===== src/rtl/core/assert_macros.svh =====
// Assertion macros for the RTL of the selector.
`ifndef ASSERT_MACROS_SVH
`define ASSERT_MACROS_SVH
`ifndef SYNTHESIS
// Clocked property check, disabled while reset is asserted.
`define WBS_ASSERT(lbl, prop, msg) \
  lbl: assert property (@(posedge clk_i) disable iff (!rst_ni) (prop)) else $error(msg);
// Check that a condition never holds.
`define WBS_ASSERT_NEVER(lbl, cond, msg) \
  `WBS_ASSERT(lbl, !(cond), msg)
`else
`define WBS_ASSERT(lbl, prop, msg)
`define WBS_ASSERT_NEVER(lbl, cond, msg)
`endif
`endif


===== src/rtl/core/wbs_pkg.sv =====
// Package for the weighted best-of-two selector: constants and codes.
`timescale 1ns / 1ps
`default_nettype none
package wbs_pkg;
  localparam int DefMaxTargets = 16;

  localparam int CountW  = 32;
  localparam int WeightW = 8;
  localparam int RandW   = 31;
  localparam int IdxW    = 4;

  // command codes
  localparam logic [1:0] CMD_SELECT    = 2'd0;
  localparam logic [1:0] CMD_WR_COUNT  = 2'd1;
  localparam logic [1:0] CMD_WR_WEIGHT = 2'd2;

  // register word indexes
  localparam logic REG_ACTIVE_TARGETS = 1'b0;

  localparam logic [4:0] ActiveReset = 5'd16;
endpackage
`default_nettype wire


===== src/rtl/core/wbs_ram.sv =====
// Generic single-write, single-read RAM with registered read data.
`timescale 1ns / 1ps
`default_nettype none
module wbs_ram #(
  parameter int Width = 8,
  parameter int Depth = 16
) (
  input  wire logic                     clk_i,
  input  wire logic                     we_i,
  input  wire logic [$clog2(Depth)-1:0] waddr_i,
  input  wire logic [Width-1:0]         wdata_i,
  input  wire logic                     re_i,
  input  wire logic [$clog2(Depth)-1:0] raddr_i,
  output logic      [Width-1:0]         rdata_o
);
  logic [Width-1:0] mem_q [Depth];

  always_ff @(posedge clk_i) begin
    if (we_i) begin
      mem_q[waddr_i] <= wdata_i;
    end
    if (re_i) begin
      rdata_o <= mem_q[raddr_i];
    end
  end
endmodule
`default_nettype wire


===== src/rtl/core/weighted_best_of_two_selector_top.sv =====
// Top level of the weighted best-of-two selector.
//
//  channel  | direction | tdata                                | tuser
//  s_axis   | in        | index, value, mask, rand1, rand2     | command
//  m_axis   | out       | chosen_target                        | no_target
//  apb      | in/out    | active_targets at address 0          | -
//
// Writes can follow each other in consecutive cycles.
// A select passes through 31 bit-serial remainder steps for both candidate
// positions, a scan of the untried mask, the table reads on the single read
// port (RD1, RD2, RD3) and 32 restoring division steps for both lease counts,
// then the output state. With no untried target it goes from the remainder
// steps straight to the output state.
// Reset clears the table valid bits, so all entries read as zero.
// Input is taken only while idle; a result waits in the output register
// and does not block the next item, but a finished select holds while it is full.
`timescale 1ns / 1ps
`default_nettype none
`include "assert_macros.svh"
module weighted_best_of_two_selector_top
  import wbs_pkg::*;
#(
  parameter int MAX_TARGETS = DefMaxTargets
) (
  input  wire logic         clk_i,
  input  wire logic         rst_ni,
  // slave side
  input  wire logic         s_axis_tvalid,
  output logic              s_axis_tready,
  // [3:0] target_index, [35:4] write_value, [51:36] tried_mask,
  // [82:52] rand_first, [113:83] rand_second, [119:114] zero
  input  wire logic [119:0] s_axis_tdata,
  // [1:0] command
  input  wire logic [1:0]   s_axis_tuser,
  // master side
  output logic              m_axis_tvalid,
  input  wire logic         m_axis_tready,
  // [3:0] chosen_target, [7:4] zero
  output logic      [7:0]   m_axis_tdata,
  // [0] no_target
  output logic      [0:0]   m_axis_tuser,
  // configuration
  input  wire logic         psel,
  input  wire logic         penable,
  input  wire logic         pwrite,
  input  wire logic [2:0]   paddr,
  input  wire logic [31:0]  pwdata,
  output logic      [31:0]  prdata,
  output logic              pready
);
  localparam int IW = $clog2(MAX_TARGETS);
  localparam int CW = $clog2(MAX_TARGETS + 1);
  localparam int XW = (IW > IdxW) ? IW : IdxW;
  localparam int MW = (MAX_TARGETS < 16) ? MAX_TARGETS : 16;

  localparam logic [2:0] S_IDLE = 3'd0;
  localparam logic [2:0] S_MOD  = 3'd1;
  localparam logic [2:0] S_SCAN = 3'd2;
  localparam logic [2:0] S_RD1  = 3'd3;
  localparam logic [2:0] S_RD2  = 3'd4;
  localparam logic [2:0] S_DIV  = 3'd5;
  localparam logic [2:0] S_OUT  = 3'd6;
  localparam logic [2:0] S_RD3  = 3'd7;

  // input unpacking
  logic [IdxW-1:0]    in_index;
  logic [CountW-1:0]  in_value;
  logic [15:0]        in_mask;
  logic [RandW-1:0]   in_rand1, in_rand2;
  logic [1:0]         in_cmd;
  logic               in_acc;
  assign in_index = s_axis_tdata[3:0];
  assign in_value = s_axis_tdata[35:4];
  assign in_mask  = s_axis_tdata[51:36];
  assign in_rand1 = s_axis_tdata[82:52];
  assign in_rand2 = s_axis_tdata[113:83];
  assign in_cmd   = s_axis_tuser;

  logic [2:0] state_q, state_d;
  assign s_axis_tready = (state_q == S_IDLE);
  assign in_acc = s_axis_tvalid && s_axis_tready;

  // configuration register
  logic [4:0] active_q;
  assign pready = 1'b1;
  assign prdata = (paddr[2] == REG_ACTIVE_TARGETS) ? {27'd0, active_q} : 32'd0;
  always_ff @(posedge clk_i or negedge rst_ni) begin
    if (!rst_ni) begin
      active_q <= ActiveReset;
    end else if (psel && penable && pwrite && pready && paddr[2] == REG_ACTIVE_TARGETS) begin
      active_q <= pwdata[4:0];
    end
  end

  // table write decode
  logic [XW-1:0] widx_ext;
  logic          widx_ok, we_cnt, we_wgt;
  logic [IW-1:0] waddr;
  assign widx_ext = XW'(in_index);
  assign widx_ok  = (int'(widx_ext) < MAX_TARGETS);
  assign waddr    = widx_ext[IW-1:0];
  assign we_cnt   = in_acc && in_cmd == CMD_WR_COUNT && widx_ok;
  assign we_wgt   = in_acc && in_cmd == CMD_WR_WEIGHT && widx_ok;

  // valid bits: unwritten entries read as zero
  logic [MAX_TARGETS-1:0] cnt_vld_q, wgt_vld_q;
  always_ff @(posedge clk_i or negedge rst_ni) begin
    if (!rst_ni) begin
      cnt_vld_q <= '0;
      wgt_vld_q <= '0;
    end else begin
      if (we_cnt) cnt_vld_q[waddr] <= 1'b1;
      if (we_wgt) wgt_vld_q[waddr] <= 1'b1;
    end
  end

  logic [IW-1:0]      raddr;
  logic               re;
  logic [CountW-1:0]  cnt_rdata;
  logic [WeightW-1:0] wgt_rdata;

  wbs_ram #(.Width(CountW), .Depth(MAX_TARGETS)) u_cnt_ram (
    .clk_i   (clk_i),
    .we_i    (we_cnt),
    .waddr_i (waddr),
    .wdata_i (in_value),
    .re_i    (re),
    .raddr_i (raddr),
    .rdata_o (cnt_rdata)
  );

  wbs_ram #(.Width(WeightW), .Depth(MAX_TARGETS)) u_wgt_ram (
    .clk_i   (clk_i),
    .we_i    (we_wgt),
    .waddr_i (waddr),
    .wdata_i (in_value[WeightW-1:0]),
    .re_i    (re),
    .raddr_i (raddr),
    .rdata_o (wgt_rdata)
  );

  // untried mask of a select, limited to the active targets
  logic [MAX_TARGETS-1:0] umask_d;
  always_comb begin
    for (int i = 0; i < MAX_TARGETS; i++) begin
      umask_d[i] = (i < int'(active_q)) && !((i < MW) && in_mask[i]);
    end
  end

  // working registers
  logic [MAX_TARGETS-1:0] umask_q;
  logic [RandW-1:0]       r1_q, r2_q;
  logic [CW-1:0]          j_q, rem1_q, rem2_q, pos1_q, pos2_q, rank_q;
  logic [4:0]             step_q;
  logic [IW-1:0]          scan_q, first_q, second_q;
  logic [CountW-1:0]      dq1_q, dq2_q;
  logic [WeightW:0]       dv1_q, dv2_q, dr1_q, dr2_q;
  logic [IW-1:0]          res_idx_q;
  logic                   res_none_q;

  // one remainder step for each candidate position
  logic [CW:0]   t1, t2;
  logic [CW-1:0] jm1, nrem1, nrem2, p2_raw;
  assign jm1 = j_q - CW'(1);
  assign t1  = {rem1_q, r1_q[RandW-1]};
  assign t2  = {rem2_q, r2_q[RandW-1]};
  assign nrem1 = (t1 >= {1'b0, j_q}) ? CW'(t1 - {1'b0, j_q}) : CW'(t1);
  assign nrem2 = (t2 >= {1'b0, jm1}) ? CW'(t2 - {1'b0, jm1}) : CW'(t2);
  assign p2_raw = (nrem2 >= nrem1) ? nrem2 + CW'(1) : nrem2;

  // one restoring division step for each candidate load
  logic [WeightW+1:0] u1, u2;
  logic               qb1, qb2;
  assign u1  = {dr1_q, dq1_q[CountW-1]};
  assign u2  = {dr2_q, dq2_q[CountW-1]};
  assign qb1 = (u1 >= {1'b0, dv1_q});
  assign qb2 = (u2 >= {1'b0, dv2_q});

  logic [CountW-1:0] q1_fin, q2_fin;
  assign q1_fin = {dq1_q[CountW-2:0], qb1};
  assign q2_fin = {dq2_q[CountW-2:0], qb2};

  logic out_free;
  assign out_free = !m_axis_tvalid || m_axis_tready;

  // read port address
  always_comb begin
    re    = (state_q == S_RD1) || (state_q == S_RD2);
    raddr = (state_q == S_RD1) ? first_q : second_q;
  end

  // sequencer
  always_comb begin
    state_d = state_q;
    unique case (state_q)
      S_IDLE: if (in_acc && in_cmd == CMD_SELECT) state_d = S_MOD;
      S_MOD:  if (step_q == 5'd0) state_d = (j_q == '0) ? S_OUT : S_SCAN;
      S_SCAN: if (int'(scan_q) == MAX_TARGETS - 1) state_d = S_RD1;
      S_RD1:  state_d = S_RD2;
      S_RD2:  state_d = S_RD3;
      S_RD3:  state_d = S_DIV;
      S_DIV:  if (step_q == 5'd0) state_d = S_OUT;
      S_OUT:  if (out_free) state_d = S_IDLE;
      default: state_d = S_IDLE;
    endcase
  end

  always_ff @(posedge clk_i or negedge rst_ni) begin
    if (!rst_ni) begin
      state_q <= S_IDLE;
    end else begin
      state_q <= state_d;
    end
  end

  // datapath registers
  always_ff @(posedge clk_i) begin
    unique case (state_q)
      S_IDLE: begin
        umask_q <= umask_d;
        r1_q    <= in_rand1;
        r2_q    <= in_rand2;
        rem1_q  <= '0;
        rem2_q  <= '0;
        step_q  <= 5'(RandW - 1);
        j_q     <= CW'($countones(umask_d));
      end
      S_MOD: begin
        rem1_q <= nrem1;
        rem2_q <= nrem2;
        r1_q   <= r1_q << 1;
        r2_q   <= r2_q << 1;
        step_q <= step_q - 5'd1;
        pos1_q <= nrem1;
        pos2_q <= p2_raw;
        scan_q <= '0;
        rank_q <= '0;
        first_q  <= '0;
        second_q <= '0;
        res_idx_q  <= '0;
        res_none_q <= 1'b1;
      end
      S_SCAN: begin
        if (umask_q[scan_q]) begin
          if (rank_q == pos1_q) first_q <= scan_q;
          if (rank_q == pos2_q) second_q <= scan_q;
          rank_q <= rank_q + CW'(1);
        end
        scan_q <= scan_q + IW'(1);
      end
      S_RD1: ;
      // first candidate data arrives
      S_RD2: begin
        dq1_q <= cnt_vld_q[first_q] ? cnt_rdata : '0;
        dv1_q <= (wgt_vld_q[first_q] ? {1'b0, wgt_rdata} : '0) + (WeightW+1)'(1);
        dr1_q <= '0;
      end
      // second candidate data arrives in the following cycle
      S_RD3: begin
        dq2_q  <= cnt_vld_q[second_q] ? cnt_rdata : '0;
        dv2_q  <= (wgt_vld_q[second_q] ? {1'b0, wgt_rdata} : '0) + (WeightW+1)'(1);
        dr2_q  <= '0;
        step_q <= 5'(CountW - 1);
      end
      S_DIV: begin
        dr1_q  <= qb1 ? (WeightW+1)'(u1 - {1'b0, dv1_q}) : (WeightW+1)'(u1);
        dq1_q  <= q1_fin;
        dr2_q  <= qb2 ? (WeightW+1)'(u2 - {1'b0, dv2_q}) : (WeightW+1)'(u2);
        dq2_q  <= q2_fin;
        step_q <= step_q - 5'd1;
        res_none_q <= 1'b0;
        if (j_q == CW'(1) || q1_fin < q2_fin) begin
          res_idx_q <= first_q;
        end else begin
          res_idx_q <= second_q;
        end
      end
      S_OUT: ;
      default: ;
    endcase
  end

  // output register
  logic          m_valid_q;
  logic [IW-1:0] m_idx_q;
  logic          m_none_q;
  always_ff @(posedge clk_i or negedge rst_ni) begin
    if (!rst_ni) begin
      m_valid_q <= 1'b0;
    end else if (state_q == S_OUT && out_free) begin
      m_valid_q <= 1'b1;
    end else if (m_axis_tready) begin
      m_valid_q <= 1'b0;
    end
  end
  always_ff @(posedge clk_i) begin
    if (state_q == S_OUT && out_free) begin
      m_idx_q  <= res_idx_q;
      m_none_q <= res_none_q;
    end
  end

  assign m_axis_tvalid = m_valid_q;
  assign m_axis_tdata  = {4'd0, 4'(m_idx_q)};
  assign m_axis_tuser  = m_none_q;

  `WBS_ASSERT(a_none_zero, m_axis_tvalid && m_axis_tuser[0] |-> m_axis_tdata == 8'd0,
              "no_target result carries a nonzero index")
  `WBS_ASSERT(a_sel_busy, in_acc && in_cmd == CMD_SELECT |=> !s_axis_tready,
              "select accepted but input still ready")
  `WBS_ASSERT(a_out_src, $rose(m_axis_tvalid) |-> $past(state_q) == S_OUT,
              "result appeared without a finished select")
endmodule
`default_nettype wire


===== config.mk =====
export PLATFORM = sky130hd
export DESIGN_NAME = weighted_best_of_two_selector_top
export DESIGN_NICKNAME = d
export VERILOG_FILES = /design/src/rtl/core/wbs_pkg.sv /design/src/rtl/core/wbs_ram.sv /design/src/rtl/core/weighted_best_of_two_selector_top.sv
export VERILOG_INCLUDE_DIRS = /design/src /design/src/rtl/core
export SDC_FILE = /design/constraint.sdc
export NUM_CORES = 1
export LEC_CHECK = 0
export BUFFER_PORTS_ARGS = -buffer_cell sky130_fd_sc_hd__buf_2
export CORE_MARGIN = 4
export CORE_UTILIZATION = 49
export DETAILED_ROUTE_END_ITERATION = 12
export PLACE_DENSITY = 0.66
export REMOVE_ABC_BUFFERS = 1
export SYNTH_ARGS = -nofsm -noshare
export SYNTH_HDL_FRONTEND = slang
export SYNTH_SLANG_ARGS = --single-unit

===== constraint.sdc =====
create_clock -name clk_i -period 6.3 [get_ports clk_i]
set_clock_uncertainty 0.1 [all_clocks]
set_input_delay 0.945 -clock clk_i [delete_from_list [all_inputs] [get_ports clk_i]]
set_output_delay 0.945 -clock clk_i [all_outputs]
set_load 0.05 [all_outputs]

# Yosys cells after proc, flatten, opt, wreduce, memory -nomap -nowiden
# Memory sizes are Yosys's and may differ from the RTL's. A register that Yosys moved wholly into a read port is not among the register bits.
# Cells that the tools add are included.
totals:
  ram_bits: 640
  rom_bits: 0
  in_bits: 164
  register_bits: 276
  output_inout_bits: 44
  n_memories: 2
  wordCells: 225
  latchBits: 0
classes:
  bitwise_logic: 3
  addsub: 26
  magnitude_cmp: 27
  shifts: 0
  mul: 0
  n_div: 0
  n_reduce_logical: 61
  eq_ne: 21
  n_mux: 57
memory_table:
  columns: ["name", "depth", "width", "rd", "rd_clocked_by_memory_dff", "wr", "line", "rtl"]
  rows:
  - ["u_cnt_ram.mem_q", 16, 32, 1, 1, 1, "wbs_ram.sv:16", "logic [Width-1:0] mem_q [Depth];"]
  - ["u_wgt_ram.mem_q", 16, 8, 1, 1, 1, "wbs_ram.sv:16", null]
op_table:
  columns: ["cell", "n"]
  rows:
  - ["$pmux 32 s2", 2]
  - ["$pmux 31 s2", 2]
  - ["$mux 32", 2]
  - ["$lt 4x5->1 const A", 8]
  - ["$pmux 9 s2", 2]
  - ["$lt 32x32->1", 1]
  - ["$or 16x16->16", 2]
  - ["$pmux 4 s2", 4]
  - ["$pmux 5 s2", 3]
  - ["$logic_and 1x1->1", 25]
  - ["$mux 5", 5]
  - ["$mux 4", 6]
  - ["$pmux 3 s8", 1]
  - ["$bmux 1 s4", 5]
  - ["$ge 10x9->1", 2]
  - ["$lt 3x5->1 const A", 4]
  - ["$lt 4x5->1 const B", 4]
  - ["$add 8x1->9 const B", 2]
  - ["$mux 3", 6]
  - ["$mux 9", 2]
  - ["$sub 9x9->9", 2]
  - ["$logic_not 1->1", 17]
  - ["$add 1x1->2", 8]
  - ["$mux 8", 2]
  - ["37 further kinds", 78]

# Logic depth before layout (Yosys ltp)
# Gate-level depths: netlist of run 1.
depth:
  word_depth: 6
  depth_mapped: 19
  depth_no_buf: 18

# Cells and area by module
# A second synthesis of run 1 with hierarchy kept.
hier_totals:
  cells_unflattened: 2470
  hier_area_um2: 40712.8
modules_own_cells:
  columns: ["mod", "n_inst", "area_each_um2", "cells_per_inst", "seq_area_each_um2"]
  rows:
  - ["wbs_ram at u_cnt_ram", 1, 20174.3, 838, 16335.7]
  - ["weighted_best_of_two_selector_top", 1, 15310.9, 1403, 8084.0]
  - ["wbs_ram at u_wgt_ram", 1, 5227.5, 229, 4083.9]

# Worst setup path after synthesis of run 1
# No wires, ideal clock.
synth_timing:
  path_type: "register -> register"
  startpoint: "register state_q[1]"
  endpoint: "memory u_cnt_ram.mem_q[11][0] (netlist name) (enable)"
  n_path_buf: 1
  period_less_slack_ns: 4.866
  path_stages_with_launch: 7
  arrival_ns: 4.344
  setup_slack_ns: 1.434
  required_time_ns: 5.778
  setup_time_ns: 0.422
  path_cell_list: "dfrtp_1 clkbuf_1 nor3_2 nand2_1 nor3b_1 nand3_1 nor2_1"
synth_via:
  elab_chain_len: 5
synth_lines:
  columns: ["element", "line", "rtl"]
  rows:
  - ["start: declaration", "weighted_best_of_two_selector_top.sv:79", "logic [2:0] state_q, state_d;"]
  - ["start signal: assignment", "weighted_best_of_two_selector_top.sv:212", "state_q <= state_d;"]
  - ["$logic_not 3->1", "weighted_best_of_two_selector_top.sv:80", "assign s_axis_tready = (state_q == S_IDLE);"]
  - ["named net s_axis_tready", "weighted_best_of_two_selector_top.sv:29", "output logic s_axis_tready,"]
  - ["$logic_and 1x1->1", "weighted_best_of_two_selector_top.sv:81", "assign in_acc = s_axis_tvalid && s_axis_tready;"]
  - ["$logic_and 1x1->1", "weighted_best_of_two_selector_top.sv:102", "assign we_cnt = in_acc && in_cmd == CMD_WR_COUNT && widx_ok;"]
  - ["$mux 1", "wbs_ram.sv:19", "if (we_i) begin"]
  - ["$mux 1 (not written as such)", "wbs_ram.sv:20", "mem_q[waddr_i] <= wdata_i;"]
  - ["end: declaration", "wbs_ram.sv:16", null]
# The timed path passes the listed nets, and every way through them passes these cells.

# Final worst setup path of run 1
layout_timing:
  startpoint: "register j_q[0]"
  endpoint: "register pos2_q[3] (data pin)"
layout_via:
  elab_chain_len: 5
  word_cells_on_any_way: 10
  cone_classes: "add/sub: 4; order compare: 3; mux: 3"
layout_lines:
  columns: ["element", "line", "rtl"]
  rows:
  - ["start: declaration", "weighted_best_of_two_selector_top.sv:153", "logic [CW-1:0] j_q, rem1_q, rem2_q, pos1_q, pos2_q, rank_q;"]
  - ["start signal: assignment", "weighted_best_of_two_selector_top.sv:226", "j_q <= CW'($countones(umask_d));"]
  - ["$sub 5x1->5 (*)", "weighted_best_of_two_selector_top.sv:164", "assign jm1 = j_q - CW'(1);"]
  - ["$sub 5x5->5 or $ge 6x5->1 (tied branches)", "weighted_best_of_two_selector_top.sv:168", "assign nrem2 = (t2 >= {1'b0, jm1}) ? CW'(t2 - {1'b0, jm1}) : CW'(t2);"]
  - ["$mux 5 (*)", "weighted_best_of_two_selector_top.sv:168", null]
  - ["named net nrem2[1]", "weighted_best_of_two_selector_top.sv:163", "logic [CW-1:0] jm1, nrem1, nrem2, p2_raw;"]
  - ["$add 5x1->5 or $ge 5x5->1 (tied branches)", "weighted_best_of_two_selector_top.sv:169", "assign p2_raw = (nrem2 >= nrem1) ? nrem2 + CW'(1) : nrem2;"]
  - ["$mux 5 (*)", "weighted_best_of_two_selector_top.sv:169", null]
  - ["named net p2_raw[3]", "weighted_best_of_two_selector_top.sv:163", null]
  - ["end signal: assignment", "weighted_best_of_two_selector_top.sv:235", "pos2_q <= p2_raw;"]
  - ["end: declaration", "weighted_best_of_two_selector_top.sv:153", null]
# Mark *: on every way through the listed nets, which the timed path passes. The rest lies on a longest branch.
# A chain may end at the register's enable or synchronous reset.

==> impl_metrics.csv, run 1 <==
group,metric,value,unit
finish,multi_input_comb_area,0.01184,mm2
finish,nFillCells,6723,
clock_network,ctsHtreeMaxLevel,3,
yosys,synthTopCellsByCount,"915 x edfxtp_1, 616 x nand2_1, 212 x a211oi_1, 140 x clkbuf_1, 120 x nor2_1",
finish,drive_gt1_share,12.86,%
route,drt_first_pass_iters,5,
power_and_ir_drop,power_frac_comb,33.9,%
timing,rsz0062_at_grt,"false",
power_and_ir_drop,power_frac_seq,40.2,%
yosys,syn_inst,3154,
timing,fin_tns_setup,0,ps
floorplanning,io-pin-count,208,
yosys,yosysSeqAreaShare,68.85,%
grt,grt.total_usage,20.64,%
clock_network,holdBufCountCts,0,
timing,worst_pin_slew,1199,ps
power_and_ir_drop,clkPwrFrac,25.8,%
worst_setup_path,path_class,"reg -> reg",
yosys,synth_area_leaders,"edfxtp_1 66%, nand2_1 5.6%, a211oi_1 3.8%",
worst_setup_path,setup.worst_path.start,"j_q[0]$_DFFE_PP_",
power_and_ir_drop,p_sw_share,35.77,%
hold_path,hold_path_class,"reg -> reg",
yosys,synth-main-ff-cell,"edfxtp_1",
placed_design,portBuffers,140,
worst_setup_path,r2r_end,"pos2_q[3]$_DFFE_PP_",
worst_setup_path,crit_path_max_fanout,5,
floorplanning,rows,106,
power_and_ir_drop,p_int,14.06,mW
route,wl_per_cell,21.00,um
flow_run,cap_violations,0,
timing,setup_viol,0,
timing,fin_crit_sh,71.43,%
yosys,synth-async-reset-ratio,4.289,%
power_and_ir_drop,power_density,472.1,mW/mm2
power_and_ir_drop,p_leak,16.55,nW
worst_setup_path,required,6580,ps
finish,area_delta_synth_final,12.00,%
floorplanning,core,0.08369,mm2
clock_network,cts.clk_slew.worst_paths,60,ps
clock_network,numCtsBuffers,99,
clock_network,cts_sinks,956,
power_and_ir_drop,ir_drop,0.0004423,V
clock_network,postCtsSetupBuffers,0,
floorplanning,chipWidth,298.7,um
yosys,yosysTopAreaCellShare,66.37,%
floorplanning,die-area,0.08921,mm2
route,routed_wl,93740,um
floorplanning,die_height,298.7,um
worst_setup_path,ff2ff_path_depth,16,
clock_network,cts_tree,"yes",
grt,grt_overflow_total,0,
clock_network,ctsResizeCount,0,
clock_network,root_buffer,"clkbuf_16",
grt,grt_pass1_wl,144600,um
yosys,syn_area_per_cell,13.13,um2
worst_setup_path,timing.rr.start,"j_q[0]$_DFFE_PP_",
power_and_ir_drop,p_switching,7.831,mW
route,vias_per_cell,5.735,
yosys,synth_area_leader_cell,"edfxtp_1",
route,via_count,25595,
grt,antenna_found_initial,3,
timing,hold_viol,0,
clock_network,insertion_delay,650,ps
grt,grt_pass1_vias,25553,
yosys,synth_area,0.04140,mm2
clock_network,clock_path_buffers,3,
floorplanning,start_util,49.47,%
outcome,status,"finished clean",
worst_setup_path,critPathArrivalTime,4780,ps
worst_setup_path,reg2reg_slack,1800,ps
yosys,ys_warn_count,0,
route,drc,0,
worst_setup_path,endpoint_kind,"register",
yosys,synth_enable_flop_cells,915,
yosys,ys_types,67,
finish,layout.nets,3501,
finish,seqCellArea,0.02850,mm2
yosys,ys_ff_latch,956,
worst_setup_path,startpoint_type,"register",
placed_design,place_congestion,0.8384,
timing,maxSlewViolCount,0,
timing,max_freq,222.2,MHz
grt,grt_max_degree,165,
timing,final.min_clock_period,4500,ps
route,drtAntennaViolNets,0,
yosys,synth.most_common_cell,"edfxtp_1",
timing,slew_headroom,20.06,%
worst_setup_path,critPathCapture,"pos2_q[3]$_DFFE_PP_",
power_and_ir_drop,p_total,21.89,mW
route,dr.first_iter.drc_count,2182,
placed_design,hpwl,53450,um
[power by group through the flow]
stage                     clock network (mW)  registers [mW]  logic, mW
after floorplan                            0            8.75       5.13
after global placement                     0            8.91       7.11
after detailed placement                   0            8.93       7.38
after CTS                               5.76            8.81       7.44
after global routing                    6.02            8.90       8.27
final                                   5.65            8.81       7.42
[critical path, stage by stage, from the launching register on]
cell and delay, ps:
edfxtp_1 420, inv_1 110, ha_1 240, xnor2_1 140, ha_1 320, nor2b_1 160, o21ai_0 230, a21boi_1 170
or2_2 350, o21ai_0 460, inv_1 130, ha_1 300, a21o_1 100, a21oi_1 70, o21ai_0 480, nor4b_1 360
xnor2_1 110
[placed cells by master, fill, tap and decap left out, types with 5 or more instances in the layout]
master	Yosys	routed
nand3_1	22	22
or2_2	40	40
mux2i_1	24	20
mux4_2	21	21
o21ai_0	25	24
buf_2	40	140
buf_4	32	34
fa_1	14	14
clkbuf_1	140	22
mux2_2	10	10
clkinv_1	0	22
nor2_4	0	17
dfrtp_1	40	40
clkinv_2	0	24
nor2_1	120	102
ha_1	79	79
and2_0	75	75
nand2_1	616	616
a311oi_1	82	82
inv_1	112	112
nand4_1	8	8
conb_1	2	32
or3_1	5	5
o21ai_1	37	35
xnor2_1	34	34
a31oi_1	85	85
xor2_1	16	16
and2_1	95	95
nor3_1	12	12
a21oi_1	111	111
edfxtp_1	915	915
o22ai_1	35	35
a211oi_1	212	212
nor2b_1	16	15
clkbuf_16	0	100
nand2b_1	12	11
a21o_1	13	13
bufinv_16	0	8
[cell families after synthesis]
logic type | after synthesis | synth area share (%)
AND/OR/NAND/NOR | 1038 | 11.22
flip-flops | 956 | 68.85
AO/OA/AOI/OAI | 626 | 10.33
buffers and inverters | 333 | 3.430
adder cells (fa/ha/maj) | 93 | 3.064
multiplexers | 56 | 2.031
XOR/XNOR | 50 | 1.058
other | 2 | 0.01814
[cell type report]
| type | instances | share of cell area [%] |
|---|---|---|
| inverter | 115 | 0.9309 |
| sequential | 956 | 61.47 |
| clock buffer | 122 | 5.575 |
| clock inverter | 62 | 1.230 |
| timing repair buffer | 177 | 2.191 |
| antenna | 2 | 0.01079 |
| tap | 1134 | 3.060 |
| multi-input combinational | 1895 | 25.53 |
[sequential cells by signal (all words and copies together), names as in the netlist, 8 cells and up]
signal             count
u_cnt_ram.rdata_o     32
cnt_vld_q             16
dv2_q                  9
u_wgt_ram.rdata_o      8
dq1_q                 32
wgt_vld_q             16
umask_q               16
u_wgt_ram.mem_q      128
dr1_q                  9
r2_q                  31
dq2_q                 32
dr2_q                  9
dv1_q                  9
r1_q                  31
u_cnt_ram.mem_q      512
[metal layers]
layer  track usage, %  vias to the layer above  wire [um]
met5                0                        -         13
met4            7.866                        2       3139
met3            3.661                      190       6445
met2            34.24                      844      45210
met1            27.37                    12778      38930
li1                 -                    11781          -
[stage by stage]
step | hold WS [ps] | cell area [um2] | setup slack [ps] | utilization, % | instances
after global placement | 306.8 | 43210 | 1766 | 51.63 | 4277
after global routing | 328.9 | 46370 | 1339 | 55.40 | 4462
final | 314.6 | 46370 | 1800 | 55.41 | 4463
after floorplan | 300.3 | 40530 | -8216 | - | 2966
after detailed placement | 305.4 | 43210 | 1741 | 51.63 | 4277
after CTS | 317.4 | 46360 | 1788 | 55.40 | 4461
[worst min-delay path by stage]
stage | from | end | slack (ps) | cells past startpoint
floorplan | res_none_q$_DFFE_PN_ | m_axis_tuser$_DFFE_PP_ | 300 | 0
global placement | res_idx_q[1]$_SDFFCE_PN0N_ | m_idx_q[1]$_DFFE_PP_ | 310 | 0
detailed placement | res_none_q$_DFFE_PN_ | m_axis_tuser$_DFFE_PP_ | 310 | 0
CTS | res_none_q$_DFFE_PN_ | m_axis_tuser$_DFFE_PP_ | 320 | 0
global route | res_none_q$_DFFE_PN_ | m_axis_tuser$_DFFE_PP_ | 330 | 0
finish | res_none_q$_DFFE_PN_ | m_axis_tuser$_DFFE_PP_ | 310 | 0
No activity file was read; power rests on OpenSTA's default activity.
==> run 2: changes to the inputs <==
--- a/config.mk
+++ b/config.mk
@@ -10,7 +10,7 @@
 export CORE_MARGIN = 4
 export CORE_UTILIZATION = 49
 export DETAILED_ROUTE_END_ITERATION = 12
-export PLACE_DENSITY = 0.66
+export PLACE_DENSITY = 0.69
 export REMOVE_ABC_BUFFERS = 1
 export SYNTH_ARGS = -nofsm -noshare
 export SYNTH_HDL_FRONTEND = slang
==> constraint.sdc (replaced) <==
create_clock -name clk_i -period 3.9 [get_ports clk_i]
set_clock_uncertainty 0.1 [all_clocks]
set_input_delay 0.585 -clock clk_i [delete_from_list [all_inputs] [get_ports clk_i]]
set_output_delay 0.585 -clock clk_i [all_outputs]
set_load 0.05 [all_outputs]
==> run 2 against run 1 <==
- the flow now finishes with violations (setup timing)
- sequential share of layout area fell by 1.5 points
- combinational power increased by 74%
- routed wire length is 2.7% lower
- register-to-register slack got worse by 2100 ps
- critical path type unchanged
- critical endpoint is now j_q[3]$_DFFE_PP_
==> impl_metrics.csv, run 2 (same netlist as run 1, synthesis figures left out) <==
group,metric,value,unit
finish,largest_reg_flops,512,
worst_setup_path,critPathArrivalTime,4530,ps
finish,largest_register,"u_cnt_ram.mem_q",
hold_path,hold_path_class,"in -> reg",
floorplanning,core,0.08369,mm2
outcome,violations,"setup timing",
timing,setup_viol,4,
floorplanning,io-pin-count,208,
finish,drive_gt1_share,15.32,%
route,wl_per_cell,20.11,um
timing,fin_tns_setup,-1061,ps
finish,nFillCells,6569,
finish,layout_common_cells,"915 x edfxtp_1, 616 x nand2_1, 212 x a211oi_1",
grt,antenna_found_initial,4,
timing,fin_crit_sh,108.4,%
flow_run,cap_violations,0,
timing,worst_pin_slew,1034,ps
grt,grt_overflow_total,0,
power_and_ir_drop,p_leak,17.11,nW
route,dr.first_iter.drc_count,2161,
clock_network,cts.clk_slew.worst_paths,60,ps
timing,hold_ws,52.94,ps
floorplanning,die-area,0.08921,mm2
timing,max_freq,236.5,MHz
worst_setup_path,reg2reg_slack,-330,ps
floorplanning,start_util,49.47,%
grt,grt_max_degree,96,
finish,final_common_cell,"edfxtp_1",
timing,rsz0062_at_grt,"true",
placed_design,place_congestion,0.8185,
finish,layout.nets,3573,
route,drc,0,
finish,fin_util,56.80,%
worst_setup_path,startpoint_type,"register",
power_and_ir_drop,ir_drop,0.0005110,V
clock_network,numCtsBuffers,97,
timing,final.min_clock_period,4228,ps
clock_network,cts_tree,"yes",
floorplanning,chipWidth,298.7,um
placed_design,portBuffers,140,
route,vias_per_cell,5.565,
grt,grt_pass1_wl,141400,um
worst_setup_path,endpoint_kind,"register",
timing,maxSlewViolCount,0,
clock_network,clock_path_buffers,3,
worst_setup_path,required,4200,ps
clock_network,root_buffer,"clkbuf_16",
clock_network,insertion_delay,690,ps
finish,reg_top3,"u_cnt_ram.mem_q x512, u_wgt_ram.mem_q x128",
timing,hold_viol,0,
floorplanning,die_height,298.7,um
route,drtAntennaViolNets,0,
floorplanning,rows,106,
timing,timing.final.ws_setup,-327.9,ps
placed_design,hpwl,51540,um
clock_network,ctsHtreeMaxLevel,3,
worst_setup_path,crit_path_max_fanout,4,
outcome,status,"complete, but fails checks",
route,routed_wl,91250,um
power_and_ir_drop,power_density,775.5,mW/mm2
grt,grt.total_usage,20.15,%
route,drt_first_pass_iters,5,
worst_setup_path,path_class,"reg -> reg",
clock_network,cts_sinks,956,
grt,grt_pass1_vias,24830,
placed_design,pre_cts_ws,-284.1,ps
timing,slew_headroom,30.16,%
finish,area_delta_synth_final,14.81,%
route,via_count,25256,
-- run 2: layer usage --
metal  up-vias  global-route usage, %  part of all wire [%]
met5         -                      0                 0.014
met4         2                  5.570                   2.3
met3       149                  2.950                   5.8
met2       739                  33.37                    48
met1     12431                  28.10                    44
li1      11935                      -                     -
-- run 2: layout make-up --
class	count	area [um2]	share of cell area [%]
inverters	115	431.7	0.9081
clock buffers	124	2611	5.494
flip-flops and latches	956	28510	59.97
diodes	3	7.507	0.01579
well taps	1134	1419	2.985
repair buffers	251	1866	3.925
clock inverters	60	804.5	1.693
multi-input cells	1895	11890	25.01
-- run 2: what timing repair did --
action | in CTS | in global routing
setup buffers | 6 | 3
endpoints found under the hold margin | 40 | 0
resized for setup | 19 | 7
hold buffers | 1 | 0
pin swaps | 7 | 4
gates cloned | 0 | 0
setup endpoints to repair | 5 | 9
-- run 2: metrics by stage --
step / total power, mW / cell area (um2) / instances
3_5_place_dp: 27.05 / 43950 / 4341
5_1_grt: 39.07 / 47530 / 4536
6_report: 36.86 / 47530 / 4538
4_1_cts: 37.00 / 47470 / 4532
2_1_floorplan: 21.52 / 40530 / 2966
3_3_place_gp: 26.80 / 43950 / 4341
-- run 2: worst max-delay path, stage by stage (launching register included) --
cell     delay, ps
dfstp_2        590
buf_12         130
nor2_4          40
a21o_1         210
fa_1           570
fa_1           450
fa_1           530
inv_1           50
fa_1           440
ha_2           200
buf_4          130
buf_4          120
a21o_1         160
a21oi_2        160
xnor2_1         80
-- run 2: final timing paths --
| check | from | end | cells after the start |
|---|---|---|---|
| hold reg to reg | res_idx_q[1]$_SDFFCE_PN0N_ | m_idx_q[1]$_DFFE_PP_ | 0 |
| hold / removal | pwdata[0] | active_q[0]$_DFFE_PN0P_ | 2 |
| setup reg to reg | active_q[4]$_DFFE_PN1P_ | j_q[3]$_DFFE_PP_ | 14 |
| min in group asynchronous | rst_ni | active_q[1]$_DFFE_PN0P_ | 2 |
| max in group asynchronous | rst_ni | active_q[3]$_DFFE_PN0P_ | 2 |
| setup / recovery | active_q[4]$_DFFE_PN1P_ | j_q[3]$_DFFE_PP_ | 14 |
-- run 2: where the power goes --
group	internal, mW	switching [mW]
clock network	5.85	3.92
registers	13.4	0.793
logic	4.80	8.12
total	24.0	12.8
